<file path="config.mk">
export PLATFORM = sky130hd
export DESIGN_NAME = tagged_value_stream_decoder_unit
export DESIGN_NICKNAME = d
export VERILOG_FILES = /design/src/rtl/tvsd_pkg.sv /design/src/rtl/tvsd_parser.sv /design/src/rtl/tvsd_out_fifo.sv /design/src/rtl/tagged_value_stream_decoder_unit.sv
export SDC_FILE = /design/constraint.sdc
export NUM_CORES = 1
export LEC_CHECK = 0
export BUFFER_PORTS_ARGS = -buffer_cell sky130_fd_sc_hd__buf_4
export CORE_ASPECT_RATIO = 0.5
export CORE_MARGIN = 2
export CORE_UTILIZATION = 56
export DETAILED_ROUTE_END_ITERATION = 12
export MAX_ROUTING_LAYER = met4
export PLACE_DENSITY = 0.75
export SKIP_LAST_GASP = 1
export SLEW_MARGIN = 20
export SYNTH_ARGS = -nofsm -noshare
export SYNTH_HDL_FRONTEND = slang
export SYNTH_SLANG_ARGS = --single-unit
</file>
<file path="constraint.sdc">
create_clock -name clk -period 8 [get_ports clk]
set_input_delay 2 -clock clk [delete_from_list [all_inputs] [get_ports clk]]
set_output_delay 2 -clock clk [all_outputs]
set_load 0.05 [all_outputs]
</file>
<file path="src/rtl/tvsd_pkg.sv">
// ----------------------------------------------------------------------------
// tvsd_pkg
// Shared types, codes and helpers for the tagged value stream decoder.
// ----------------------------------------------------------------------------
package tvsd_pkg;

  // Default width kept from the 32-bit vector element count.
  localparam int COUNT_BITS_DEF = 32;

  // Tag bytes.
  localparam logic [7:0] TAG_TRUE   = 8'h00;
  localparam logic [7:0] TAG_FALSE  = 8'h01;
  localparam logic [7:0] TAG_SYMBOL = 8'h02;
  localparam logic [7:0] TAG_INT32  = 8'h03;
  localparam logic [7:0] TAG_DOUBLE = 8'h04;
  localparam logic [7:0] TAG_NULL   = 8'h06;
  localparam logic [7:0] TAG_VECTOR = 8'h0A;
  localparam logic [7:0] TAG_INT64  = 8'h0D;

  // Element type codes of a uniform vector.
  localparam logic [7:0] ETYPE_MAX      = 8'd11;
  localparam logic [3:0] ETYPE_CPLX_F32 = 4'd10;

  // Field byte counts.
  localparam logic [3:0] LEN_INT32  = 4'd4;
  localparam logic [3:0] LEN_INT64  = 4'd8;
  localparam logic [3:0] LEN_SYMLEN = 4'd2;
  localparam logic [3:0] LEN_VCOUNT = 4'd4;

  typedef enum logic [3:0] {
    PH_TAG, PH_INT32, PH_INT64, PH_DBL, PH_SYMLEN, PH_SYMCHR,
    PH_VTYPE, PH_VCOUNT, PH_VNPAD, PH_VPAD, PH_VELEM, PH_ERR
  } phase_t;

  typedef enum logic [3:0] {
    KIND_NULL, KIND_BOOL, KIND_INT32, KIND_INT64, KIND_DOUBLE,
    KIND_SYMLEN, KIND_SYMCHR, KIND_VCOUNT, KIND_ELEM
  } kind_t;

  typedef enum logic [1:0] {
    ERR_NONE, ERR_TAG, ERR_ETYPE
  } err_t;

  typedef struct packed {
    kind_t       kind;
    logic [3:0]  etype;
    logic [63:0] value;
    logic        imag;
    logic        last;
    err_t        err;
  } result_t;

  // Width in bytes of one element, or of one half of a complex element.
  function automatic logic [3:0] half_width(input logic [3:0] t);
    logic [3:0] w;
    case (t) inside
      4'd0, 4'd1:               w = 4'd1;
      4'd2, 4'd3:               w = 4'd2;
      4'd4, 4'd5, 4'd8, 4'd10:  w = 4'd4;
      4'd6, 4'd7, 4'd9, 4'd11:  w = 4'd8;
      default:                  w = 4'd1;
    endcase
    return w;
  endfunction

endpackage

</file>
<file path="src/rtl/tvsd_parser.sv">
// ----------------------------------------------------------------------------
// tvsd_parser
// Parser state and the single-pass decode of one stream byte.
// ----------------------------------------------------------------------------
module tvsd_parser
  import tvsd_pkg::*;
#(
  parameter int COUNT_BITS = COUNT_BITS_DEF
) (
  input  logic    clk,
  input  logic    rst_n,
  input  logic    adv_i,
  input  logic [7:0] byte_i,
  input  logic    som_i,
  output logic    emit_o,
  output result_t res_o
);

  phase_t                  phase_r, phase_nxt;
  logic [3:0]              cnt_r, cnt_nxt;
  logic [63:0]             acc_r, acc_nxt;
  logic [COUNT_BITS-1:0]   elem_r, elem_nxt;
  logic [15:0]             sym_r, sym_nxt;
  logic [7:0]              pad_r, pad_nxt;
  logic [3:0]              etype_r, etype_nxt;
  logic                    cplx_r, cplx_nxt;

  logic                    take_tag;
  logic [63:0]             acc_sh;
  logic [3:0]              cnt_dec;
  logic                    done;
  logic [15:0]             sym_dec;
  logic [7:0]              pad_dec;
  logic [COUNT_BITS-1:0]   elem_dec;
  logic                    elem_split;
  logic                    velem_last;
  logic                    hdr_last;
  logic                    bad_etype;

  // Shared decode terms.
  always_comb begin
    take_tag   = som_i || (phase_r == PH_TAG);
    acc_sh     = {acc_r[55:0], byte_i};
    cnt_dec    = (cnt_r == 4'd0) ? 4'd0 : cnt_r - 4'd1;
    done       = (cnt_dec == 4'd0);
    sym_dec    = sym_r - 16'd1;
    pad_dec    = pad_r - 8'd1;
    elem_dec   = (elem_r == '0) ? '0 : elem_r - COUNT_BITS'(1);
    // The real half of a complex element leaves the count alone.
    elem_split = (etype_r >= ETYPE_CPLX_F32) && !cplx_r;
    velem_last = !elem_split && (elem_dec == '0);
    hdr_last   = (elem_r == '0);
    bad_etype  = (byte_i > ETYPE_MAX);
  end

  // Next state.
  always_comb begin
    phase_nxt = phase_r;
    cnt_nxt   = cnt_r;
    acc_nxt   = acc_r;
    elem_nxt  = elem_r;
    sym_nxt   = sym_r;
    pad_nxt   = pad_r;
    etype_nxt = etype_r;
    cplx_nxt  = cplx_r;
    if (take_tag) begin
      case (byte_i)
        TAG_NULL, TAG_TRUE, TAG_FALSE: phase_nxt = PH_TAG;
        TAG_INT32: begin
          phase_nxt = PH_INT32;
          cnt_nxt   = LEN_INT32;
          acc_nxt   = '0;
        end
        TAG_INT64: begin
          phase_nxt = PH_INT64;
          cnt_nxt   = LEN_INT64;
          acc_nxt   = '0;
        end
        TAG_DOUBLE: begin
          phase_nxt = PH_DBL;
          cnt_nxt   = LEN_INT64;
          acc_nxt   = '0;
        end
        TAG_SYMBOL: begin
          phase_nxt = PH_SYMLEN;
          cnt_nxt   = LEN_SYMLEN;
          acc_nxt   = '0;
        end
        TAG_VECTOR: phase_nxt = PH_VTYPE;
        default:    phase_nxt = PH_ERR;
      endcase
    end else begin
      case (phase_r)
        PH_INT32, PH_INT64, PH_DBL: begin
          acc_nxt = acc_sh;
          cnt_nxt = cnt_dec;
          if (done) begin
            phase_nxt = PH_TAG;
          end
        end
        PH_SYMLEN: begin
          acc_nxt = acc_sh;
          cnt_nxt = cnt_dec;
          if (done) begin
            sym_nxt   = acc_sh[15:0];
            phase_nxt = (acc_sh[15:0] != 16'd0) ? PH_SYMCHR : PH_TAG;
          end
        end
        PH_SYMCHR: begin
          sym_nxt = sym_dec;
          if (sym_dec == 16'd0) begin
            phase_nxt = PH_TAG;
          end
        end
        PH_VTYPE: begin
          if (bad_etype) begin
            phase_nxt = PH_ERR;
          end else begin
            etype_nxt = byte_i[3:0];
            phase_nxt = PH_VCOUNT;
            cnt_nxt   = LEN_VCOUNT;
            acc_nxt   = '0;
          end
        end
        PH_VCOUNT: begin
          acc_nxt = acc_sh;
          cnt_nxt = cnt_dec;
          if (done) begin
            elem_nxt  = acc_sh[COUNT_BITS-1:0];
            phase_nxt = PH_VNPAD;
          end
        end
        PH_VNPAD, PH_VPAD: begin
          pad_nxt = (phase_r == PH_VNPAD) ? byte_i : pad_dec;
          if (((phase_r == PH_VNPAD) && (byte_i == 8'd0)) ||
              ((phase_r == PH_VPAD) && (pad_dec == 8'd0))) begin
            if (hdr_last) begin
              phase_nxt = PH_TAG;
            end else begin
              cplx_nxt  = 1'b0;
              phase_nxt = PH_VELEM;
              cnt_nxt   = half_width(etype_r);
              acc_nxt   = '0;
            end
          end else begin
            phase_nxt = PH_VPAD;
          end
        end
        PH_VELEM: begin
          acc_nxt = acc_sh;
          cnt_nxt = cnt_dec;
          if (done) begin
            if (elem_split) begin
              cplx_nxt = 1'b1;
            end else begin
              cplx_nxt = 1'b0;
              elem_nxt = elem_dec;
            end
            if (velem_last) begin
              phase_nxt = PH_TAG;
            end else begin
              phase_nxt = PH_VELEM;
              cnt_nxt   = half_width(etype_r);
              acc_nxt   = '0;
            end
          end
        end
        default: phase_nxt = phase_r;
      endcase
    end
  end

  // Result of this byte.
  always_comb begin
    emit_o = 1'b0;
    res_o  = '0;
    if (take_tag) begin
      case (byte_i)
        TAG_NULL: begin
          emit_o     = 1'b1;
          res_o.kind = KIND_NULL;
          res_o.last = 1'b1;
        end
        TAG_TRUE, TAG_FALSE: begin
          emit_o      = 1'b1;
          res_o.kind  = KIND_BOOL;
          res_o.value = {63'd0, (byte_i == TAG_TRUE)};
          res_o.last  = 1'b1;
        end
        TAG_INT32, TAG_INT64, TAG_DOUBLE, TAG_SYMBOL, TAG_VECTOR: emit_o = 1'b0;
        default: begin
          emit_o     = 1'b1;
          res_o.last = 1'b1;
          res_o.err  = ERR_TAG;
        end
      endcase
    end else begin
      case (phase_r)
        PH_INT32: begin
          emit_o      = done;
          res_o.kind  = KIND_INT32;
          res_o.value = {32'd0, acc_sh[31:0]};
          res_o.last  = 1'b1;
        end
        PH_INT64, PH_DBL: begin
          emit_o      = done;
          res_o.kind  = (phase_r == PH_INT64) ? KIND_INT64 : KIND_DOUBLE;
          res_o.value = acc_sh;
          res_o.last  = 1'b1;
        end
        PH_SYMLEN: begin
          emit_o      = done;
          res_o.kind  = KIND_SYMLEN;
          res_o.value = {48'd0, acc_sh[15:0]};
          res_o.last  = (acc_sh[15:0] == 16'd0);
        end
        PH_SYMCHR: begin
          emit_o      = 1'b1;
          res_o.kind  = KIND_SYMCHR;
          res_o.value = {56'd0, byte_i};
          res_o.last  = (sym_dec == 16'd0);
        end
        PH_VTYPE: begin
          emit_o     = bad_etype;
          res_o.last = 1'b1;
          res_o.err  = ERR_ETYPE;
        end
        PH_VNPAD, PH_VPAD: begin
          emit_o = ((phase_r == PH_VNPAD) && (byte_i == 8'd0)) ||
                   ((phase_r == PH_VPAD) && (pad_dec == 8'd0));
          res_o.kind  = KIND_VCOUNT;
          res_o.etype = etype_r;
          res_o.value = 64'(elem_r);
          res_o.last  = hdr_last;
        end
        PH_VELEM: begin
          emit_o      = done;
          res_o.kind  = KIND_ELEM;
          res_o.etype = etype_r;
          res_o.value = acc_sh;
          res_o.imag  = cplx_r;
          res_o.last  = velem_last;
        end
        default: emit_o = 1'b0;
      endcase
    end
  end

  always_ff @(posedge clk) begin
    if (!rst_n) begin
      phase_r <= PH_TAG;
      cnt_r   <= '0;
      acc_r   <= '0;
      elem_r  <= '0;
      sym_r   <= '0;
      pad_r   <= '0;
      etype_r <= '0;
      cplx_r  <= 1'b0;
    end else if (adv_i) begin
      phase_r <= phase_nxt;
      cnt_r   <= cnt_nxt;
      acc_r   <= acc_nxt;
      elem_r  <= elem_nxt;
      sym_r   <= sym_nxt;
      pad_r   <= pad_nxt;
      etype_r <= etype_nxt;
      cplx_r  <= cplx_nxt;
    end
  end

`ifndef NO_ASSERTIONS
  a_err_parks: assert property (@(posedge clk) disable iff (!rst_n)
    (adv_i && emit_o && (res_o.err != ERR_NONE)) |=> (phase_r == PH_ERR))
    else $error("error result did not park the parser");

  a_hdr_to_elem: assert property (@(posedge clk) disable iff (!rst_n)
    (adv_i && emit_o && (res_o.kind == KIND_VCOUNT) && !res_o.last)
      |=> ((phase_r == PH_VELEM) && !cplx_r && (cnt_r != 4'd0)))
    else $error("vector header did not start element reading");
`endif

endmodule

</file>
<file path="src/rtl/tvsd_out_fifo.sv">
// ----------------------------------------------------------------------------
// tvsd_out_fifo
// Two-entry result queue that decouples the parser from output stalls.
// ----------------------------------------------------------------------------
module tvsd_out_fifo
  import tvsd_pkg::*;
(
  input  logic    clk,
  input  logic    rst_n,
  input  logic    push_i,
  input  result_t res_i,
  output logic    room_o,
  output logic    valid_o,
  input  logic    ready_i,
  output result_t res_o
);

  localparam logic [1:0] FULL = 2'd2;

  result_t    mem [2];
  logic [1:0] count_r, count_nxt;
  logic       wr_ptr_r, rd_ptr_r;
  logic       pop;

  assign valid_o = (count_r != 2'd0);
  assign pop     = valid_o && ready_i;
  assign room_o  = (count_r != FULL) || ready_i;
  assign res_o   = mem[rd_ptr_r];

  always_comb begin
    count_nxt = count_r + {1'b0, push_i} - {1'b0, pop};
  end

  always_ff @(posedge clk) begin
    if (!rst_n) begin
      count_r  <= '0;
      wr_ptr_r <= 1'b0;
      rd_ptr_r <= 1'b0;
    end else begin
      count_r <= count_nxt;
      if (push_i) begin
        wr_ptr_r <= ~wr_ptr_r;
      end
      if (pop) begin
        rd_ptr_r <= ~rd_ptr_r;
      end
    end
  end

  always_ff @(posedge clk) begin
    if (push_i) begin
      mem[wr_ptr_r] <= res_i;
    end
  end

`ifndef NO_ASSERTIONS
  a_no_overflow: assert property (@(posedge clk) disable iff (!rst_n)
    push_i |-> ((count_r != FULL) || pop))
    else $error("result pushed into a full queue");

  a_ptr_track: assert property (@(posedge clk) disable iff (!rst_n)
    (count_r == 2'd0 || count_r == FULL) |-> (wr_ptr_r == rd_ptr_r))
    else $error("queue pointers disagree with the fill count");
`endif

endmodule

</file>
<file path="src/rtl/tagged_value_stream_decoder_unit.sv">
// ----------------------------------------------------------------------------
// tagged_value_stream_decoder_unit: tagged value stream decoder, top level.
// Path: input register, then parser, then the queue that drives out_tvalid.
// Throughput: one byte per cycle, single-pass parser, while queue has room.
// Reset: synchronous active-low rst_n; parser waits for a tag, queue empties.
// ----------------------------------------------------------------------------
module tagged_value_stream_decoder_unit
  import tvsd_pkg::*;
#(
  parameter int COUNT_BITS = COUNT_BITS_DEF
) (
  input  logic        clk,
  input  logic        rst_n,
  // Input byte stream.
  input  logic        in_tvalid,
  output logic        in_tready,
  input  logic [7:0]  in_tdata,   // [7:0] data_byte
  input  logic        in_tuser,   // [0] start_of_object
  // Decoded values.
  output logic        out_tvalid,
  input  logic        out_tready,
  output logic [63:0] out_tdata,  // [63:0] value_bits
  output logic [10:0] out_tuser,  // [3:0] value_kind, [7:4] element_type,
                                  // [8] imaginary half flag, [10:9] error_code
  output logic        out_tlast   // last_of_object
);

  // The accepted byte is first held in an input register. From there the
  // parser decodes it in one combinational pass, updating its own state
  // and producing at most one result, which is written straight into the
  // two-entry output queue. The byte leaves the input register whenever
  // the queue can take a result in the same cycle, so a new request is
  // taken every cycle unless the result side has stalled with the queue
  // full.

  logic       in_valid_r;
  logic [7:0] in_byte_r;
  logic       in_som_r;
  logic       adv;
  logic       room;
  logic       emit;
  result_t    res;
  result_t    out_res;

  assign adv       = in_valid_r && room;
  assign in_tready = !in_valid_r || room;

  always_ff @(posedge clk) begin
    if (!rst_n) begin
      in_valid_r <= 1'b0;
    end else if (in_tready) begin
      in_valid_r <= in_tvalid;
    end
  end

  // The payload needs no reset; it is only looked at behind in_valid_r.
  always_ff @(posedge clk) begin
    if (in_tvalid && in_tready) begin
      in_byte_r <= in_tdata;
      in_som_r  <= in_tuser;
    end
  end

  tvsd_parser #(
    .COUNT_BITS (COUNT_BITS)
  ) u_parser (
    .clk    (clk),
    .rst_n  (rst_n),
    .adv_i  (adv),
    .byte_i (in_byte_r),
    .som_i  (in_som_r),
    .emit_o (emit),
    .res_o  (res)
  );

  // A result is only pushed when the parser actually consumes its byte.
  tvsd_out_fifo u_out_fifo (
    .clk     (clk),
    .rst_n   (rst_n),
    .push_i  (adv && emit),
    .res_i   (res),
    .room_o  (room),
    .valid_o (out_tvalid),
    .ready_i (out_tready),
    .res_o   (out_res)
  );

  assign out_tdata = out_res.value;
  assign out_tuser = {out_res.err, out_res.imag, out_res.etype, out_res.kind};
  assign out_tlast = out_res.last;

endmodule
</file>
==> run metrics <==
Setup Buffers After CTS=0; Die ar.=26,420 µm²; Post-Syn Area=roughly 14,000 µm²; sw frac=0.3246; Max VDD drop=0.1968 mV; clock share of power=0.321; number of iterations in the first detailed-routing pass=5; # IOs=91; Comb pwr share=0.245; Die Span X=227.9 µm; cells after synthesis=about 1,400; Max Transition Viols Final=0; final setup vio count=0; post_cts resized=0; final hold vios=0; WL final=between 30,000 and 40,000 µm; GRT Util Overall=0.2927; Worst-path clk slew=0.06 ns; Clk Latency, worst-skew pair=approximately 0.56 ns; P_sw=between 1000 and 1500 µW; Period Utilization, post-route=0.5932; Starting Density=0.5771; Post-Syn Nets=1,373; ANT nets after route=0; worst slew pin tran=1.002 ns; final setup margin=3.255 ns; Post-synth ARST share=0; final setup skew=0.01583 ns; DR vias/cell=6.366; Initial DRC Count=1,180; synth unique cells=75; Final Net Count=1,409; remaining global-route overflow=0; M3 GR Usage=0.05512; yosys warns=0; Mean Syn Cell Area=10.37 µm²; Place WS=between 3 and 4 ns; Placed Area=about 15,000 µm²; number of synthesized flops with an enable pin=~160; Clock Tree Buf Depth=3; Arrival @ worst endpoint=2.75 ns; HP Class=reg2reg; row cnt=40; CTS tree=done; CORE AREA=24,320 µm²; Die Height=115.9 µm; Fmax=210.7 MHz; fin area=15,730 µm²; peak-usage layer in the global routing report=met2; detailed-route via count=between 10,000 and 15,000; P_leak=approximately 0.0057 µW; hold_ws=about 0.47 ns; Crit. End Element=output pin; H-tree levels=1; Setup Total Neg Slack=0 ns; Inst Count DP=1,697; dominant synthesized flop cell=edfxtp_1; Seq cells post-synth=292; top post-synthesis cells by area=edfxtp_1 (34%), dfxtp_1 (19%), mux2_2 (6.1%); initial antenna violation count=0; # DRC=0; vias in the first global route=10,570; CTS root buf=clkbuf_16; Critical Path Fanout Max=3; relative slew slack=0.3301; grt met1 use=0.4201; Flop pwr share=0.434; met2 Usage GRT=0.4335; layout overhead on the synthesized area=12.09%; total clock sinks=292; number of max-cap violations=0; post-synth top area cell=edfxtp_1; Post-DP HPWL=25,080 µm; final critical-path required period=4.745 ns; Finished Layout Cells=roughly 1,700; status=finished clean; CTS Buf Count=26; Seq/Total Area, Yosys=0.5313; Worst EP required=6.00 ns; share of cells above drive strength 1=0.1838; Antenna diodes=0; post-synth top area share=0.3444; CP Launch Type=input port; Post-CTS Hold Fix Bufs=0; first-pass GRT wire length=59,220 µm; Power Density=250.2 nW/µm²; Crit Path Category=in2out; routed length per instance=~22 µm; largest net degree at the start of global routing=a little under 60; IO buf count=90; Internal Power=2658 µW; unrepaired setup endpoints after global routing=no; routability cong.=0.9831
[layout make-up]
type                            count  area, µm²
Sequential cell                   292       7461
Clock buffer                       39      730.7
Inverter                           21      78.83
Timing Repair Buffer              112      840.8
Tap cell                          336      420.4
Clock inverter                      9      110.1
Fill cell                        1959       8591
Multi-Input combinational cell    936       6091
[cells in the mapped netlist (4+ instances only)]
master,instances
a211oi_1,12
a21oi_1,80
a221oi_1,4
a22o_1,57
a22oi_1,43
a32oi_1,4
and2_1,59
and4_1,4
buf_1,10
buf_2,5
buf_8,4
clkbuf_1,84
dfxtp_1,131
edfxtp_1,161
ha_1,7
inv_1,20
mux2_2,76
mux2i_1,10
nand2_1,90
nand2b_1,11
nand3_1,13
nand3b_1,5
nand4_1,10
nand4b_1,4
nor2_1,142
nor2b_1,10
nor3_1,40
nor3b_1,6
nor4_1,31
nor4b_1,7
o211a_1,8
o211ai_1,10
o21ai_0,68
o21ai_1,4
o221a_2,4
o22ai_1,11
or2_2,11
or3_1,8
or4_1,7
xnor2_1,15
xor2_1,12
[critical path, cell delays in order]
cell     delay [ns]
buf_4          0.11
nor3b_1        0.30
nand2_1        0.12
buf_4          0.20
[metrics by stage]
stage | utilization | total power, µW
2_1_floorplan | - | 2430
3_3_place_gp | 0.6122 | 2693
3_5_place_dp | 0.6122 | 2703
4_1_cts | 0.6468 | 3953
5_1_grt | 0.6468 | 4068
6_report | 0.6468 | 3936
[power groups by stage]
stage / sequential (µW) / combinational [µW] / clock, µW
finish: 1710 / 966 / 1260
global route: 1710 / 1020 / 1340
floorplan: 1700 / 726 / 0
global placement: 1730 / 959 / 0
CTS: 1710 / 968 / 1280
detailed placement: 1740 / 964 / 0
[final timing paths]
kind / to / depth (start not counted) / startpoint / slack [ns]
max reg2reg: u_parser.acc_r[27]$_SDFFE_PN0P_ / 10 / in_byte_r[4]$_DFFE_PP_ / 3.36
min reg2reg: u_parser.cplx_r$_SDFFE_PN0P_ / 2 / u_parser.cplx_r$_SDFFE_PN0P_ / 0.47
min: u_parser.cplx_r$_SDFFE_PN0P_ / 2 / u_parser.cplx_r$_SDFFE_PN0P_ / 0.47
max: in_tready / 4 / out_tready / 3.25
[cells by family (layout without fill, tap and decap cells)]
family	count (synthesis)	after routing	synth area share
AOI/OAI and AO/OA	345	345	0.1693
xor gates and xnor gates	27	27	0.01685
adders and majority gates	7	7	0.006240
buffers and inverters	125	181	0.03762
DFF	292	292	0.5313
muxes	86	86	0.06811
and+or+nand+nor	471	471	0.1706
[routing by layer]
| metal | wire length, µm | part of all wire |
|---|---|---|
| met1 | 17470 | 0.46 |
| met2 | 16170 | 0.43 |
| met3 | 3306 | 0.088 |
| met4 | 687 | 0.018 |
| met5 | 0 | 0 |
[registers in the layout, indices dropped and copies added (netlist names), named ones only]
signal	flops
in_byte_r	8
in_som_r	1
in_valid_r	1
u_out_fifo.count_r	2
u_out_fifo.mem	152
u_out_fifo.rd_ptr_r	1
u_out_fifo.wr_ptr_r	1
u_parser.acc_r	56
u_parser.cnt_r	4
u_parser.cplx_r	1
u_parser.elem_r	32
u_parser.etype_r	4
u_parser.pad_r	8
u_parser.phase_r	4
u_parser.sym_r	16
[layout by cell type, fill, tap and decap left out, types with 11 or more instances in the layout]
cell type  instances
a211oi_1          11
a21oi_1           80
a22o_1            57
a22oi_1           43
and2_1            59
buf_4            112
clkbuf_1          11
clkbuf_16         27
dfxtp_1          130
edfxtp_1         161
inv_1             20
mux2_2            76
nand2_1           90
nand2b_1          11
nand3_1           13
nor2_1           139
nor3_1            40
nor4_1            30
o21ai_0           67
o22ai_1           11
or2_2             11
xnor2_1           15
xor2_1            12
Power figures use the tool's default switching activity.
